[src/rtl/swtt_pkg.sv]
// ----------------------------------------------------------------------------
// swtt_pkg
// Shared types and constants for the software timer table.
// ----------------------------------------------------------------------------
`timescale 1ns / 1ps
`default_nettype none

package swtt_pkg;

  // Most results one tick request may produce
  localparam int unsigned MAX_RESULTS = 16;

  typedef enum logic [1:0] {
    REQ_ADD    = 2'd0,
    REQ_REMOVE = 2'd1,
    REQ_TICK   = 2'd2
  } req_e;

  typedef enum logic [2:0] {
    KIND_ADDED   = 3'd0,
    KIND_REMOVED = 3'd1,
    KIND_FIRED   = 3'd2,
    KIND_NONE    = 3'd3,
    KIND_FULL    = 3'd4
  } kind_e;

  // One slot as stored in the slot RAM
  typedef struct packed {
    logic [31:0] period;
    logic [63:0] last_call;
    logic        repeat_mode;
  } slot_entry_t;

endpackage

`default_nettype wire

[src/rtl/swtt_if.sv]
// ----------------------------------------------------------------------------
// swtt_req_if / swtt_rsp_if
// Valid/ready channels for timer requests and timer results.
// ----------------------------------------------------------------------------
`timescale 1ns / 1ps
`default_nettype none

interface swtt_req_if;
  logic        valid;
  logic        ready;
  logic [1:0]  req_type;
  logic [63:0] now;
  logic [31:0] period;
  logic        repeat_mode;
  logic [3:0]  slot_sel;

  modport source (output valid, req_type, now, period, repeat_mode, slot_sel,
                  input ready);
  modport sink   (input valid, req_type, now, period, repeat_mode, slot_sel,
                  output ready);
endinterface

interface swtt_rsp_if;
  logic       valid;
  logic       ready;
  logic [2:0] result_kind;
  logic [3:0] slot_id;
  logic       last;

  modport source (output valid, result_kind, slot_id, last, input ready);
  modport sink   (input valid, result_kind, slot_id, last, output ready);
endinterface

`default_nettype wire

[src/rtl/swtt_ram.sv]
// ----------------------------------------------------------------------------
// swtt_ram
// Generic single-write, single-read RAM with registered read data.
// ----------------------------------------------------------------------------
`timescale 1ns / 1ps
`default_nettype none

module swtt_ram #(
  parameter int unsigned WIDTH = 8,
  parameter int unsigned DEPTH = 16
) (
  input  wire logic                                  clk_i,
  input  wire logic                                  we_i,
  input  wire logic [(DEPTH > 1 ? $clog2(DEPTH) : 1)-1:0] waddr_i,
  input  wire logic [WIDTH-1:0]                      wdata_i,
  input  wire logic                                  re_i,
  input  wire logic [(DEPTH > 1 ? $clog2(DEPTH) : 1)-1:0] raddr_i,
  output logic      [WIDTH-1:0]                      rdata_o
);

  logic [WIDTH-1:0] mem_q [DEPTH];
  logic [WIDTH-1:0] rdata_q;

  always_ff @(posedge clk_i) begin
    if (we_i) begin
      mem_q[waddr_i] <= wdata_i;
    end
    if (re_i) begin
      rdata_q <= mem_q[raddr_i];
    end
  end

  assign rdata_o = rdata_q;

endmodule

`default_nettype wire

[src/rtl/software_timer_table.sv]
// ----------------------------------------------------------------------------
// software_timer_table
// Table of periodic and one-shot timer slots evaluated against a counter.
// ----------------------------------------------------------------------------
// Requests: a remove goes from the accepting state straight to emit; an add
//   probes slots in turn for a free entry, then emits; a tick walks the slots
//   in turn (RAM read, then the shared 65-bit add and compare), then emits.
// Throughput: one request at a time, plus any result-side stall cycles; a
//   finished result may wait in the output register while the next is taken.
// Reset: all slots marked free at once; slot RAM contents are not cleared.
// ----------------------------------------------------------------------------
`timescale 1ns / 1ps
`default_nettype none

module software_timer_table
  import swtt_pkg::*;
#(
  parameter int unsigned SLOTS = 16
) (
  input  wire logic   clk_i,
  input  wire logic   rst_ni,
  swtt_req_if.sink    req_i,
  swtt_rsp_if.source  rsp_o
);

  localparam int unsigned IW   = (SLOTS > 1) ? $clog2(SLOTS) : 1;
  localparam int unsigned CW   = $clog2(MAX_RESULTS + 1);
  localparam int unsigned EW   = $bits(slot_entry_t);

  typedef enum logic [2:0] {
    ST_IDLE,
    ST_ADD_SCAN,
    ST_TICK_RD,
    ST_TICK_EV,
    ST_EMIT
  } state_e;

  state_e          state_q;
  logic [SLOTS-1:0] valid_q;      // per-slot busy flags, cleared by reset
  logic [IW-1:0]   idx_q;         // slot walker, shared by add and tick
  logic [CW-1:0]   cnt_q;         // fired results of the current tick

  // latched request payload
  logic [63:0]     now_q;
  logic [31:0]     period_q;
  logic            rep_q;

  // held result: a fired slot is held back until we know whether it is final
  logic            pend_valid_q;
  kind_e           pend_kind_q;
  logic [3:0]      pend_slot_q;

  // output register
  logic            out_valid_q;
  kind_e           out_kind_q;
  logic [3:0]      out_slot_q;
  logic            out_last_q;

  // slot RAM
  logic            ram_we;
  logic            ram_re;
  slot_entry_t     ram_wdata;
  logic [EW-1:0]   ram_rdata;
  slot_entry_t     rd_entry;

  logic            accept;
  logic            out_free;
  logic            out_load;
  logic            idx_end;
  logic [IW-1:0]   sel_idx;
  logic            sel_ok;
  logic [64:0]     deadline;
  logic            due;
  logic            fire_go;
  logic            add_hit;

  assign accept   = req_i.valid && req_i.ready;
  assign out_free = !out_valid_q || rsp_o.ready;
  assign idx_end  = (idx_q == IW'(SLOTS - 1));
  assign sel_idx  = IW'(req_i.slot_sel);
  assign sel_ok   = (32'(req_i.slot_sel) < 32'(SLOTS));
  assign rd_entry = slot_entry_t'(ram_rdata);

  // Shared evaluation unit: deadline formed exactly in 65 bits so a carry
  // out can never look due.
  assign deadline = {1'b0, rd_entry.last_call} + {33'b0, rd_entry.period};
  assign due      = valid_q[idx_q] && (deadline <= {1'b0, now_q});

  // A due slot proceeds once any held result can move to the output register
  assign fire_go  = (state_q == ST_TICK_EV) && due && (!pend_valid_q || out_free);
  assign add_hit  = (state_q == ST_ADD_SCAN) && !valid_q[idx_q];

  // output register takes a new transaction this cycle
  assign out_load = (fire_go && pend_valid_q) || ((state_q == ST_EMIT) && out_free);

  always_comb begin
    ram_re    = (state_q == ST_TICK_RD);
    ram_we    = add_hit || (fire_go && rd_entry.repeat_mode);
    ram_wdata = '0;
    if (state_q == ST_ADD_SCAN) begin
      ram_wdata.period      = period_q;
      ram_wdata.last_call   = now_q;
      ram_wdata.repeat_mode = rep_q;
    end else begin
      // repeating slot restarts from the current counter
      ram_wdata.period      = rd_entry.period;
      ram_wdata.last_call   = now_q;
      ram_wdata.repeat_mode = 1'b1;
    end
  end

  swtt_ram #(
    .WIDTH (EW),
    .DEPTH (SLOTS)
  ) u_slot_ram (
    .clk_i   (clk_i),
    .we_i    (ram_we),
    .waddr_i (idx_q),
    .wdata_i (ram_wdata),
    .re_i    (ram_re),
    .raddr_i (idx_q),
    .rdata_o (ram_rdata)
  );

  always_ff @(posedge clk_i or negedge rst_ni) begin
    if (!rst_ni) begin
      state_q      <= ST_IDLE;
      valid_q      <= '0;
      pend_valid_q <= 1'b0;
      out_valid_q  <= 1'b0;
      idx_q        <= '0;
      cnt_q        <= '0;
    end else begin
      // output register drains when the sink takes the transaction
      if (out_valid_q && rsp_o.ready && !out_load) begin
        out_valid_q <= 1'b0;
      end

      unique case (state_q)
        ST_IDLE: begin
          if (accept) begin
            now_q    <= req_i.now;
            period_q <= req_i.period;
            rep_q    <= req_i.repeat_mode;
            idx_q    <= '0;
            cnt_q    <= '0;
            unique case (req_i.req_type)
              REQ_ADD: begin
                state_q <= ST_ADD_SCAN;
              end
              REQ_REMOVE: begin
                // out-of-range slot is reported but touches nothing
                if (sel_ok) begin
                  valid_q[sel_idx] <= 1'b0;
                end
                pend_valid_q <= 1'b1;
                pend_kind_q  <= KIND_REMOVED;
                pend_slot_q  <= req_i.slot_sel;
                state_q      <= ST_EMIT;
              end
              REQ_TICK: begin
                pend_valid_q <= 1'b0;
                state_q      <= ST_TICK_RD;
              end
              default: begin
                // undefined request code: dropped silently
                state_q <= ST_IDLE;
              end
            endcase
          end
        end

        ST_ADD_SCAN: begin
          if (add_hit) begin
            valid_q[idx_q] <= 1'b1;
            pend_valid_q   <= 1'b1;
            pend_kind_q    <= KIND_ADDED;
            pend_slot_q    <= 4'(idx_q);
            state_q        <= ST_EMIT;
          end else if (idx_end) begin
            pend_valid_q <= 1'b1;
            pend_kind_q  <= KIND_FULL;
            pend_slot_q  <= '0;
            state_q      <= ST_EMIT;
          end else begin
            idx_q <= idx_q + 1'b1;
          end
        end

        ST_TICK_RD: begin
          state_q <= ST_TICK_EV;
        end

        ST_TICK_EV: begin
          if (!due) begin
            if (idx_end) begin
              state_q <= ST_EMIT;
            end else begin
              idx_q   <= idx_q + 1'b1;
              state_q <= ST_TICK_RD;
            end
          end else if (fire_go) begin
            // earlier fired slot is not the final one
            if (pend_valid_q) begin
              out_valid_q <= 1'b1;
              out_kind_q  <= pend_kind_q;
              out_slot_q  <= pend_slot_q;
              out_last_q  <= 1'b0;
            end
            pend_valid_q <= 1'b1;
            pend_kind_q  <= KIND_FIRED;
            pend_slot_q  <= 4'(idx_q);
            cnt_q        <= cnt_q + 1'b1;
            if (!rd_entry.repeat_mode) begin
              valid_q[idx_q] <= 1'b0;
            end
            // stop at the result cap; remaining due slots wait for a later tick
            if (idx_end || (cnt_q == CW'(MAX_RESULTS - 1))) begin
              state_q <= ST_EMIT;
            end else begin
              idx_q   <= idx_q + 1'b1;
              state_q <= ST_TICK_RD;
            end
          end
        end

        ST_EMIT: begin
          if (out_free) begin
            out_valid_q  <= 1'b1;
            out_last_q   <= 1'b1;
            pend_valid_q <= 1'b0;
            if (pend_valid_q) begin
              out_kind_q <= pend_kind_q;
              out_slot_q <= pend_slot_q;
            end else begin
              // tick with nothing due
              out_kind_q <= KIND_NONE;
              out_slot_q <= '0;
            end
            state_q <= ST_IDLE;
          end
        end

        default: begin
          state_q <= ST_IDLE;
        end
      endcase
    end
  end

  assign req_i.ready       = (state_q == ST_IDLE);
  assign rsp_o.valid       = out_valid_q;
  assign rsp_o.result_kind = out_kind_q;
  assign rsp_o.slot_id     = out_slot_q;
  assign rsp_o.last        = out_last_q;

endmodule

`default_nettype wire
[src/flat_wrapper.sv]
// flat-port wrapper written by rule: the top's interface ports become plain ports
module software_timer_table_flat import swtt_pkg::*;
#(
  parameter int unsigned SLOTS = 16
)
  (clk_i, rst_ni, req_i_valid, req_i_req_type, req_i_now, req_i_period, req_i_repeat_mode, req_i_slot_sel, req_i_ready, rsp_o_valid, rsp_o_result_kind, rsp_o_slot_id, rsp_o_last, rsp_o_ready);
  swtt_req_if req_i_i ();
  swtt_rsp_if rsp_o_i ();
  input  wire logic clk_i;
  input  wire logic rst_ni;
  input wire logic [$bits(req_i_i.valid)-1:0] req_i_valid;
  input wire logic [$bits(req_i_i.req_type)-1:0] req_i_req_type;
  input wire logic [$bits(req_i_i.now)-1:0] req_i_now;
  input wire logic [$bits(req_i_i.period)-1:0] req_i_period;
  input wire logic [$bits(req_i_i.repeat_mode)-1:0] req_i_repeat_mode;
  input wire logic [$bits(req_i_i.slot_sel)-1:0] req_i_slot_sel;
  output wire logic [$bits(req_i_i.ready)-1:0] req_i_ready;
  output wire logic [$bits(rsp_o_i.valid)-1:0] rsp_o_valid;
  output wire logic [$bits(rsp_o_i.result_kind)-1:0] rsp_o_result_kind;
  output wire logic [$bits(rsp_o_i.slot_id)-1:0] rsp_o_slot_id;
  output wire logic [$bits(rsp_o_i.last)-1:0] rsp_o_last;
  input wire logic [$bits(rsp_o_i.ready)-1:0] rsp_o_ready;
  assign req_i_i.valid = req_i_valid;
  assign req_i_i.req_type = req_i_req_type;
  assign req_i_i.now = req_i_now;
  assign req_i_i.period = req_i_period;
  assign req_i_i.repeat_mode = req_i_repeat_mode;
  assign req_i_i.slot_sel = req_i_slot_sel;
  assign req_i_ready = req_i_i.ready;
  assign rsp_o_valid = rsp_o_i.valid;
  assign rsp_o_result_kind = rsp_o_i.result_kind;
  assign rsp_o_slot_id = rsp_o_i.slot_id;
  assign rsp_o_last = rsp_o_i.last;
  assign rsp_o_i.ready = rsp_o_ready;
  software_timer_table #(.SLOTS(SLOTS)) u_core (.clk_i(clk_i), .rst_ni(rst_ni), .req_i(req_i_i), .rsp_o(rsp_o_i));
endmodule
[config.mk]
export PLATFORM = sky130hd
export DESIGN_NAME = software_timer_table_flat
export DESIGN_NICKNAME = d
export VERILOG_FILES = /design/src/rtl/swtt_pkg.sv /design/src/rtl/swtt_if.sv /design/src/rtl/swtt_ram.sv /design/src/rtl/software_timer_table.sv /design/src/flat_wrapper.sv
export SDC_FILE = /design/constraint.sdc
export NUM_CORES = 2
export LEC_CHECK = 0
export ABC_AREA = 1
export BUFFER_PORTS_ARGS = -buffer_cell sky130_fd_sc_hd__buf_2
export CAP_MARGIN = 20
export CORE_ASPECT_RATIO = 1.4
export CORE_MARGIN = 3
export CORE_UTILIZATION = 45
export CTS_BUF_LIST = sky130_fd_sc_hd__clkbuf_16
export DETAILED_ROUTE_END_ITERATION = 10
export PLACE_DENSITY = 0.59
export RECOVER_POWER = 25
export SLEW_MARGIN = 20
export SYNTH_ARGS = -nofsm -noshare
export SYNTH_HDL_FRONTEND = slang
export SYNTH_SLANG_ARGS = --single-unit
[constraint.sdc]
create_clock -name clk_i -period 13.5 [get_ports clk_i]
set_clock_uncertainty 0.15 [all_clocks]
set_input_delay 0 -clock clk_i [delete_from_list [all_inputs] [get_ports clk_i]]
set_output_delay 0 -clock clk_i [all_outputs]
set_load 0.01 [all_outputs]
== After elaboration in Yosys (flattened, before gate mapping) ==
Memories as Yosys holds them, arrays and structs flattened. A register that Yosys moved wholly into a read port is not among the register bits.
Cells that the tools add are included.

* Equal/unequal tests: 21
* Add/sub/neg operators: 3
* Reductions and logical operators: 35
* Bitwise gates (word level): 5
* $lt $le $gt $ge: 5
* Multiplexer cells: 81

{| class="wikitable"
|+ Operators by type and width
! kind !! count
|-
| $mux 97 || 1
|-
| $mux 16 || 6
|-
| $mux 4 || 17
|-
| $add 64x32->65 || 1
|-
| $le 65x64->1 || 1
|-
| $mux 3 || 18
|-
| $pmux 16 s3 || 1
|-
| $and 16x16->16 || 2
|-
| $not 16->16 || 2
|-
| $pmux 4 s3 || 2
|-
| $reduce_and 7->1 || 3
|-
| $mux 1 || 20
|-
| $pmux 3 s3 || 2
|-
| $or 16x16->16 || 1
|-
| $mux 5 || 3
|-
| $pmux 3 s5 || 1
|-
| $logic_and 1x1->1 || 12
|-
| $lt 4x5->1 const B || 2
|-
| $ne 2x1->1 const B || 5
|-
| $pmux 5 s2 || 1
|-
| $ne 3x3->1 const B || 3
|-
| $demux 1 s4 || 2
|-
| $ge 4x1->1 const B || 2
|-
| $ne 2x2->1 const B || 4
|-
| 26 further kinds || 38
|}

* Word-level logic and storage cells: 165
* Memories: 1
* Register bits: 142
* Input port bits: 107
* Bits in writable memories: 1552

{| class="wikitable"
|+ Memory list
! memory !! depth !! bits a word !! read ports !! clocked after Yosys merged registers in !! write ports !! line !! RTL
|-
| u_core.u_slot_ram.mem_q || 16 || 97 || 1 || 1 || 1 || swtt_ram.sv:21 || <nowiki>logic [WIDTH-1:0] mem_q [DEPTH];</nowiki>
|}

== Depth between registers and ports, before layout ==
* Word-level depth: 14
* Gate-level depth with buffers: 38

== By module ==
Synthesis repeated with hierarchy kept, for this count alone.

* Cell total of the unflattened synthesis: 7733
* Area, all modules: 79984.2 sq um

{| class="wikitable"
|+ Modules (own cells, without submodules)
! module !! sequential area each (sq um) !! times used !! cells each !! area an instance (sq um)
|-
| swtt_ram || 49517.5 || 1 || 6366 || 69007.4
|-
| software_timer_table || 4113.9 || 1 || 1367 || 10976.8
|}

== Worst setup path after synthesis ==
OpenSTA, ideal clock, no wires.

* Kind: register to register
* From: register u_core.u_slot_ram.rdata_q[65], in the netlist u_core.u_slot_ram.rdata_o[65] (read register of u_core.u_slot_ram.mem_q)
* To: memory u_core.u_slot_ram.mem_q[12][0] (netlist name), enable pin
* Data arrival time: 7.925 ns
* Required time: 12.796 ns
* Clock period less this slack: 8.629 ns
* Path slack: 4.871 ns
* Stages on the path, launching flop included: 37
* Path through: edfxtp_1 ha_1 fa_1 nand3_1 nand2_1 nand2_1 nand2_2 inv_1 o21bai_1 a21boi_1 o21bai_1 a21boi_1 o21ai_0 nand2_1 nand2_1 xor2_1 ha_1 nand2_1 nand2_1 nand2_1 nand2_1 a21oi_1 nand2_1 nor2_1 nand2_1 nand2_1 nand2_1 nand2_1 nand2_1 nand2_1 nand2_1 nand2_2 nand4_4 nor2_2 nor2_4 buf_6 nor2_1

* Cells in the longest elaborated chain, start to end: 9

{| class="wikitable"
|+ Ends and longest elaborated chain
! what !! line !! RTL
|-
| from (decl) || swtt_ram.sv:22 || <nowiki>logic [WIDTH-1:0] rdata_q;</nowiki>
|-
| $add 64x32->65 || software_timer_table.sv:86 || <nowiki>assign deadline = {1'b0, rd_entry.last_call} + {33'b0, rd_entry.period};</nowiki>
|-
| $le 65x64->1 || software_timer_table.sv:87 || <nowiki>assign due = valid_q[idx_q] && (deadline <= {1'b0, now_q});</nowiki>
|-
| $logic_and 1x1->1 || software_timer_table.sv:87 ||
|-
| $logic_and 1x1->1 (2 in series) || software_timer_table.sv:90 || <nowiki>assign fire_go = (state_q == ST_TICK_EV) && due && (!pend_valid_q || out_free);</nowiki>
|-
| $logic_and 1x1->1 || software_timer_table.sv:98 || <nowiki>ram_we = add_hit || (fire_go && rd_entry.repeat_mode);</nowiki>
|-
| $logic_or 1x1->1 || software_timer_table.sv:98 ||
|-
| $mux 1 || swtt_ram.sv:25 || <nowiki>if (we_i) begin</nowiki>
|-
| $mux 1 (not written as such) || swtt_ram.sv:26 || <nowiki>mem_q[waddr_i] <= wdata_i;</nowiki>
|-
| to (decl) || swtt_ram.sv:21 ||
|}

Every way passes these cells.

== Worst setup path in the final report ==
* From: register u_core.u_slot_ram.rdata_q[67], in the netlist u_core.u_slot_ram.rdata_o[67] (read register of u_core.u_slot_ram.mem_q)
* To: memory u_core.u_slot_ram.mem_q[7][18] (netlist name), enable pin

Same word-level chain as after synthesis.

==> summary.md <==
| Metric | Value |
|---|---|
| Flops & latches, synth | `1791` |
| YS warnings | `0` |
| Crit Path Class | `reg2reg` |
| Final routed DRC violation total | `0` |
| Die footprint | `0.167 mm²` |
| # Post-CTS Setup Buffers | `0` |
| Async SR Flop Fraction | `1.68%` |
| Die Wd | `346 µm` |
| P_leak | `28.6 nW` |
| Mapped Nets | `5998` |
| Post-route clock period utilization | `53.9%` |
| Outcome | `finished with violations` |
| Commonest non-fill, non-tap cell in the layout | `edfxtp_1` |
| Num rows | `174` |
| Clk buf depth | `3` |
| Hold Fails Final Rpt | `0` |
| Bufs and invs on worst path | `3` |
| R2R Path Start | `u_core.u_slot_ram.rdata_o[67]` |
| Prevailing post-synth register cell | `edfxtp_1` |
| HPWL after DPL | `112000 µm` |
| Vias per cell | `5.69` |
| Pin count of the biggest net entering global routing | `175` |
| Sequential area share after synthesis | `73.7%` |
| Vias in the first global route | `45450` |
| CP delay by family, top | `simple AND/OR/NAND/NOR gates` |
| RSZ-0062 raised after global routing | `no` |
| Slew margin rel. | `-38.4%` |
| EDFF count, synth | `1761` |
| Max-cap violation count | `1` |
| CP Max Fanout | `54` |
| GR Util All Layers | `23.9%` |
| Synthesized area | `0.0728 mm²` |
| Endpoint class of the critical path | `flop` |
| Pwr Density | `184 mW/mm²` |
| Setup tns final | `0 ns` |
| Final WL | `202000 µm` |
| CTS H-tree depth | `4` |
| WHS Path Cells | `4` |
| Startpoint Class | `flop` |
| Hold path start | `req_i_slot_sel[2]` |
| Net count, final | `6266` |
| Setup violators final | `0` |
| CTS Root Cell | `clkbuf_16` |
| Routability congestion estimate | `0.910` |
| Syn Inst Count | `5784` |
| Die Height | `482 µm` |
| VDD IR max | `0.146 mV` |
| Synth area leader | `edfxtp_1` |
| Hold Path End | `u_core.pend_slot_q[2]` |
| First-pass GRT wire length | `298000 µm` |
| Fin util | `51.8%` |
| Pins over their slew limit | `34` |
| Post-route ant nets | `0` |
| Final min period | `7.27 ns` |
| Most frequent cells in the layout | `1761 x edfxtp_1, 900 x nor2_1, 820 x o21ai_0` |
| Gr ovfl total | `0` |
| HP Class | `in2reg` |
| Area contributors post-synth | `edfxtp_1 73%, o21ai_0 5.6%, nor2_1 4.7%` |
| Worst-path clk slew | `0.06 ns` |
| R2R cell count | `25` |
| Fraction of layout cells with a size suffix above 1 | `7.57%` |
| DR iter-0 viols | `4616` |
| Vias | `47284` |
| # IOs | `117` |
| Cell mode on critical path | `nand2_1` |
| Initial antenna violation count | `4` |
| Core Area | `0.161 mm²` |
| Flop-to-flop setup slack | `6.23 ns` |
| Initial Util | `45.3%` |
| Worst EP required | `13.77 ns` |
| Yosys top cell area share | `72.7%` |
| Failing checks | `capacitance limit, slew limit` |
| First-pass DRT Iterations | `5` |
| Worst Path Arrival | `7.54 ns` |
| Slew @ Worst Pin | `2.08 ns` |
| Worst-Skew Late Latency | `0.82 ns` |
| Synth-to-Final Area Change | `14.3%` |
| Routed WL per cell | `24.4 µm` |
| CP peak stage delay | `0.90 ns` |
| Synth Area per Inst | `12.6 µm²` |
| Synth cell types | `46` |
| Crit path from | `u_core.u_slot_ram.rdata_o[67]` |
| Max Clk Rate | `137 MHz` |
| IO Port Bufs | `116` |
| Num CTS Buffers | `170` |
| Slowest-stage cell, CP | `buf_4` |
| Worst r2r dst | `u_core.u_slot_ram.mem_q[7][18]` |
| CTS tree | `done` |
| CTS sink count | `1791` |
## layout make-up
type / count / area, µm²
fillers: 13724 / 77500
flip-flops and latches: 1791 / 53600
multi-input cells: 3438 / 17200
clock buffers: 171 / 4280
repair buffers: 416 / 3360
well taps: 2112 / 2640
clock inverters: 143 / 1210
inverters: 235 / 902
diodes: 2 / 5.00
## cell families (layout without fill, tap and decap cells)
group,after synthesis,after routing,synth area share (%)
other cells,0,2,0
buf+inv,555,965,2.90
flops,1791,1791,73.7
compound gates,1343,1343,10.1
xor+xnor,65,65,0.782
fa+ha+maj,107,107,1.85
simple gates,1923,1923,10.7
## flip-flops by register name, indices dropped and copies added, names as in the netlist, 3 cells and up
register,count
u_core.pend_slot_q,4
u_core.pend_kind_q,3
u_core.rsp_o.result_kind,3
u_core.cnt_q,5
u_core.u_slot_ram.rdata_o,97
u_core.now_q,64
u_core.period_q,32
u_core.valid_q,16
u_core.rsp_o.slot_id,4
u_core.state_q,3
u_core.idx_q,4
u_core.u_slot_ram.mem_q,1552
## where the power goes
| group | switching [W] | total [W] | internal (W) | leakage, nW |
|---|---|---|---|---|
| sequential | 0.000242 | 0.00700 | 0.00676 | 16.3 |
| combinational | 0.00261 | 0.00359 | 0.000977 | 9.52 |
| clock | 0.00209 | 0.00473 | 0.00264 | 2.82 |
| total | 0.00494 | 0.0153 | 0.0104 | 28.6 |
## what timing repair did
item / 4_1_cts / 5_1_grt
resized for setup: 0 / 0
hold buffers: 208 / 0
hold endpoints to repair: 230 / 0
setup endpoints to repair: 0 / 0
## layer usage
layer  global-route usage (%)  up-vias  share of wire, %
li1                         -    21587                 -
met1                     31.0    23769                41
met2                     40.8     1570                49
met3                     3.03      356               5.6
met4                     10.1        2               4.3
met5                        0        -            0.0064
## cells in the mapped netlist (20+ instances only)
cell type and instances:
edfxtp_1 1761, nor2_1 912, o21ai_0 820, nand2_1 766, o22ai_1 396, clkbuf_1 306, inv_1 229, nand4_1 119
ha_1 106, a21oi_1 73, nand3_1 57, xor2_1 48, dfrtp_1 30, nor3_1 20
## worst register-to-register path, stage by stage, from the launching register on
cell and delay [ns]:
edfxtp_1 0.41, ha_1 0.35, a21oi_1 0.16, nand2_1 0.11
a21oi_2 0.24, o21ai_1 0.17, a21boi_0 0.44, o21ai_1 0.22
a21oi_1 0.39, nor2_1 0.21, nand3_1 0.14, xor2_1 0.15
inv_1 0.06, ha_1 0.27, nand2_1 0.08, nor4_1 0.39
nand4_1 0.13, nor2_1 0.14, nand2_1 0.07, nand2_2 0.21
nand4_4 0.16, nor2_2 0.16, nor2_4 0.18, nor2_4 0.15
buf_4 0.66, buf_4 0.98
## worst max-delay path by stage
stage,endpoint,slack [ns],cells past startpoint
2_1_floorplan,u_core.u_slot_ram.mem_q[12][0],4.87,36
3_3_place_gp,u_core.u_slot_ram.mem_q[13][64],6.34,33
3_5_place_dp,u_core.u_slot_ram.mem_q[15][61],6.31,25
4_1_cts,u_core.u_slot_ram.mem_q[15][58],6.27,25
5_1_grt,u_core.u_slot_ram.mem_q[7][18],5.82,25
6_report,u_core.u_slot_ram.mem_q[7][18],6.23,25
## per-stage QoR
step | area, µm² | hold slack, ns | setup WS [ns] | cells | power [W]
5_1_grt | 83200 | 0.0738 | 5.82 | 8307 | 0.0160
3_5_place_dp | 75700 | -0.0677 | 6.31 | 7783 | 0.0107
4_1_cts | 83300 | 0.00556 | 6.27 | 8305 | 0.0154
2_1_floorplan | 72800 | -0.446 | 4.87 | 5784 | 0.00927
6_report | 83200 | 0.100 | 6.23 | 8308 | 0.0153
3_3_place_gp | 75700 | -0.0696 | 6.34 | 7783 | 0.0106
Note: power is estimated with default switching activity, not from simulation.
